File: config.mk
export PLATFORM = sky130hd
export DESIGN_NAME = msp_ram
export DESIGN_NICKNAME = d
export VERILOG_FILES = /design/src/sv/msp_ram.sv
export SDC_FILE = /design/constraint.sdc
export NUM_CORES = 2
export LEC_CHECK = 0
export BUFFER_PORTS_ARGS = -buffer_cell sky130_fd_sc_hd__buf_2
export CORE_MARGIN = 10
export CORE_UTILIZATION = 52
export DETAILED_ROUTE_END_ITERATION = 8
export HOLD_SLACK_MARGIN = 0.1
export PLACE_DENSITY = 0.67
export SETUP_SLACK_MARGIN = 0.2
export SLEW_MARGIN = 10
export SYNTH_ARGS = -nofsm -noshare
export SYNTH_HDL_FRONTEND = slang
export SYNTH_SLANG_ARGS = --single-unit
File: constraint.sdc
create_clock -name clk -period 3.86 [get_ports clk]
set_input_delay 0.193 -clock clk [delete_from_list [all_inputs] [get_ports clk]]
set_output_delay 0.193 -clock clk [all_outputs]
set_load 0.005 [all_outputs]
File: src/sv/msp_ram.sv
// Generic simple dual-port RAM: one write port, one read port, registered read.
// Depends on nothing; holds the matrix element stores.
module msp_ram #(
  parameter int WIDTH = 16,
  parameter int DEPTH = 256
) (
  input  logic                     clk,
  input  logic                     we,
  input  logic [$clog2(DEPTH)-1:0] waddr,
  input  logic [WIDTH-1:0]         wdata,
  input  logic [$clog2(DEPTH)-1:0] raddr,
  output logic [WIDTH-1:0]         rdata
);

  logic [WIDTH-1:0] mem [DEPTH];

  // Read data is registered and appears in the cycle after the address; a read of the entry
  // written in the same cycle returns the old contents
  always_ff @(posedge clk) begin
    if (we) begin
      mem[waddr] <= wdata;
    end
    rdata <= mem[raddr];
  end

endmodule

==> results.yml <==
synthesis:
  synth_top_area_share_pct: 77.5
  synth_fa_ha_area_share_pct: 0
  synthMuxAreaShare_pct: 15.5
  synth_edf_count: 4096
  ys_seq_elements: 4112
  synth_area_um2: 159000
  syn_nets: 7394
  synth_top_family_by_area: "multiplexers"
  post-synth-top-count-cell: "edfxtp_1"
  synthXorXnorAreaFrac_pct: 0
  synth_compound_area_share_pct: 3.54
  ys_types: 52
  syn_area_per_cell_um2: 21.6
  ys.warnings.count: 0
  synth.largest_area_cell: "edfxtp_1"
  netlist_instances: 7360
  ys_async_sr_fraction_pct: 0
  synthTopCellsByArea: "edfxtp_1, mux4_2, mux2i_1"
  synth-simple-area-share_pct: 1.57
  yosysSeqAreaShare_pct: 77.7
  synthFlopType: "edfxtp_1"
  synth_common_cells: "edfxtp_1, mux4_2, mux2i_1, nor2_1, o221ai_1"
routing:
  avgRoutedWirePerCell_um: 33.6
  wl_um: 413000
  detail-route-antenna-nets: 0
  drt-initial-drc-count: 10900
  dr.pass1.iters: 7
  drc_errors: 0
  vias: 80000
  vias_per_cell: 6.50
clocking:
  cts_buffers: 404
  cts_tree: "built"
  insertion_delay_ns: 0.97
  path_clk_slew_ns: 0.06
  cts.repair.resized: 0
  htreeDepth: 5
  root_buffer: "clkbuf_16"
  clock_sinks: 4112
  clk_path_buf_depth: 4
run_status:
  status: "complete, no violations"
floorplan:
  coreArea_um2: 303000
  start_util_pct: 52.3
  die_w_um: 572
  top_level_ports: 50
  die-area_um2: 328000
  die_h_um: 572
  fp-row-count: 202
cells_and_area:
  nets: 8006
  syn_to_final_growth_pct: 13.8
  drive_gt1_share_pct: 26.1
power_and_ir_drop:
  p_seq_share_pct: 52.9
  pwr-share-clk_pct: 42.1
  p_sw_mw: 20.1
  p_int_mw: 73.2
  power_frac_comb_pct: 5.1
  p_leak_nw: 57.8
  p_sw_share_pct: 21.6
  power_mw: 93.3
  power.density_nw_per_um2: 517
  vdd_drop_max_mv: 0.398
global_route:
  antenna_found_initial: 24
  grt_pass1_vias: 78900
  overflow: 0
  track_usage_pct: 24.9
  grt_pass1_wl_um: 589000
  grt_max_degree: 132
timing:
  layout_min_cycle_time_ns: 3.35
  setup_viol: 0
  rsz0062_at_grt: "no"
  worst_pin_slew_ns: 1.25
  final.setup.tns_ns: 0
  fmax_mhz: 299
  clock_skew_ns: 0.0479
  fin_crit_sh_pct: 86.7
  final_hold_viol_count: 0
  relSlewSlack_pct: 16.4
  finalMaxSlewViolations: 0
critical_path:
  cp-start-kind: "register"
  criticalPathCategory: "register to register"
  cp-end-kind: "register"
  cp.arrival_ns: 4.16
  worst-endpoint-required_ns: 4.67
  worst-path-max-fanout: 1
place:
  portBuffers: 49
  place_congestion: 0.875
  dp_hpwl_um: 248000
min_path:
  hold_class: "primary input to register"
flow_run:
  drv_cap: 0
-- state kept, by name, summed over array words and instances (netlist names) --
signal	count
mem	4096
rdata	16
-- layout by cell type, fill, tap and decap left out, types with 20 or more instances in the layout --
cell	synthesis	final
edfxtp_1	4096	4096
mux4_2	797	797
mux2i_1	565	565
buf_4	26	503
clkbuf_16	0	405
nor2_1	304	264
o221ai_1	252	252
a21oi_1	175	175
o22ai_1	148	148
clkinv_1	0	98
clkinv_2	0	92
nor3_1	92	89
mux2_2	88	88
buf_12	5	80
clkbuf_1	230	64
a22oi_1	43	43
bufinv_16	0	42
nor2_2	0	39
nand2_1	38	38
o21ai_0	37	37
a22o_1	32	32
a221oi_1	28	28
dlygate4sd3_1	0	28
buf_2	76	28
nand4_1	26	26
nand3_1	35	26
o32ai_1	20	20
-- power groups by stage --
stage / combinational [mW] / sequential [mW] / clock [mW]
5_1_grt: 4.95 / 49.3 / 41.5
3_5_place_dp: 4.70 / 50.3 / 0
4_1_cts: 4.73 / 49.3 / 39.7
6_report: 4.74 / 49.3 / 39.2
3_3_place_gp: 4.61 / 50.3 / 0
2_1_floorplan: 2.43 / 50.2 / 0
-- through the flow --
| stage | hold WS (ns) | cell area [µm²] | std cells | util, % | setup slack [ns] |
|---|---|---|---|---|---|
| final | 0.210 | 181000 | 12300 | 59.6 | 0.513 |
| after global routing | 0.215 | 181000 | 12300 | 59.5 | 0.517 |
| after CTS | 0.113 | 181000 | 12300 | 59.5 | 0.352 |
| after detailed placement | 0.635 | 167000 | 11500 | 55.1 | -0.374 |
| after global placement | 0.640 | 167000 | 11500 | 55.1 | -0.311 |
| after floorplan | 0.292 | 159000 | 7360 | - | 1.50 |
-- worst max-delay path: stages, from the launching register on --
cell	delay, ns
edfxtp_1	0.37
mux4_2	0.49
mux4_2	0.56
a22o_1	0.37
o32ai_1	1.06
buf_4	0.27
nor4_1	0.05
-- metal layers --
layer | wire length, µm | global-route usage [%] | share of wire, % | up-vias
met5 | 158 | 0 | 0.038 | -
met4 | 15700 | 8.40 | 3.8 | 22
met3 | 44100 | 6.40 | 11 | 719
met2 | 195000 | 38.7 | 47 | 4383
met1 | 158000 | 34.8 | 38 | 42400
li1 | - | - | - | 32500
-- timing repair --
item	in CTS	in global routing
hold buffers	28	0
buffers inserted	0	0
endpoints found under the hold margin	2565	0
-- worst paths after layout --
path / end / slack (ns) / startpoint / cells after the start
max: rdata[6] / 0.51 / mem[27][6] / 6
min reg2reg: rdata[8] / 1.03 / mem[234][8] / 6
min: rdata[3] / 0.21 / raddr[4] / 5
max reg2reg: rdata[6] / 0.51 / mem[27][6] / 6
-- area by class of cell --
| cell class | count | area [µm²] |
|---|---|---|
| Fill cell | 21100 | 123000 |
| Timing Repair Buffer | 658 | 6080 |
| Antenna cell | 13 | 32.5 |
| Tap cell | 3978 | 4980 |
| Clock buffer | 473 | 10400 |
| Multi-Input combinational cell | 2792 | 32900 |
| Inverter | 4 | 27.5 |
| Sequential cell | 4112 | 123000 |
| Clock inverter | 279 | 2850 |
-- kinds of logic after synthesis --
logic type,Yosys count
flops,4112
mux,1450
compound gates,786
simple gates,556
buf+inv,456
Power figures use the tool's default switching activity.
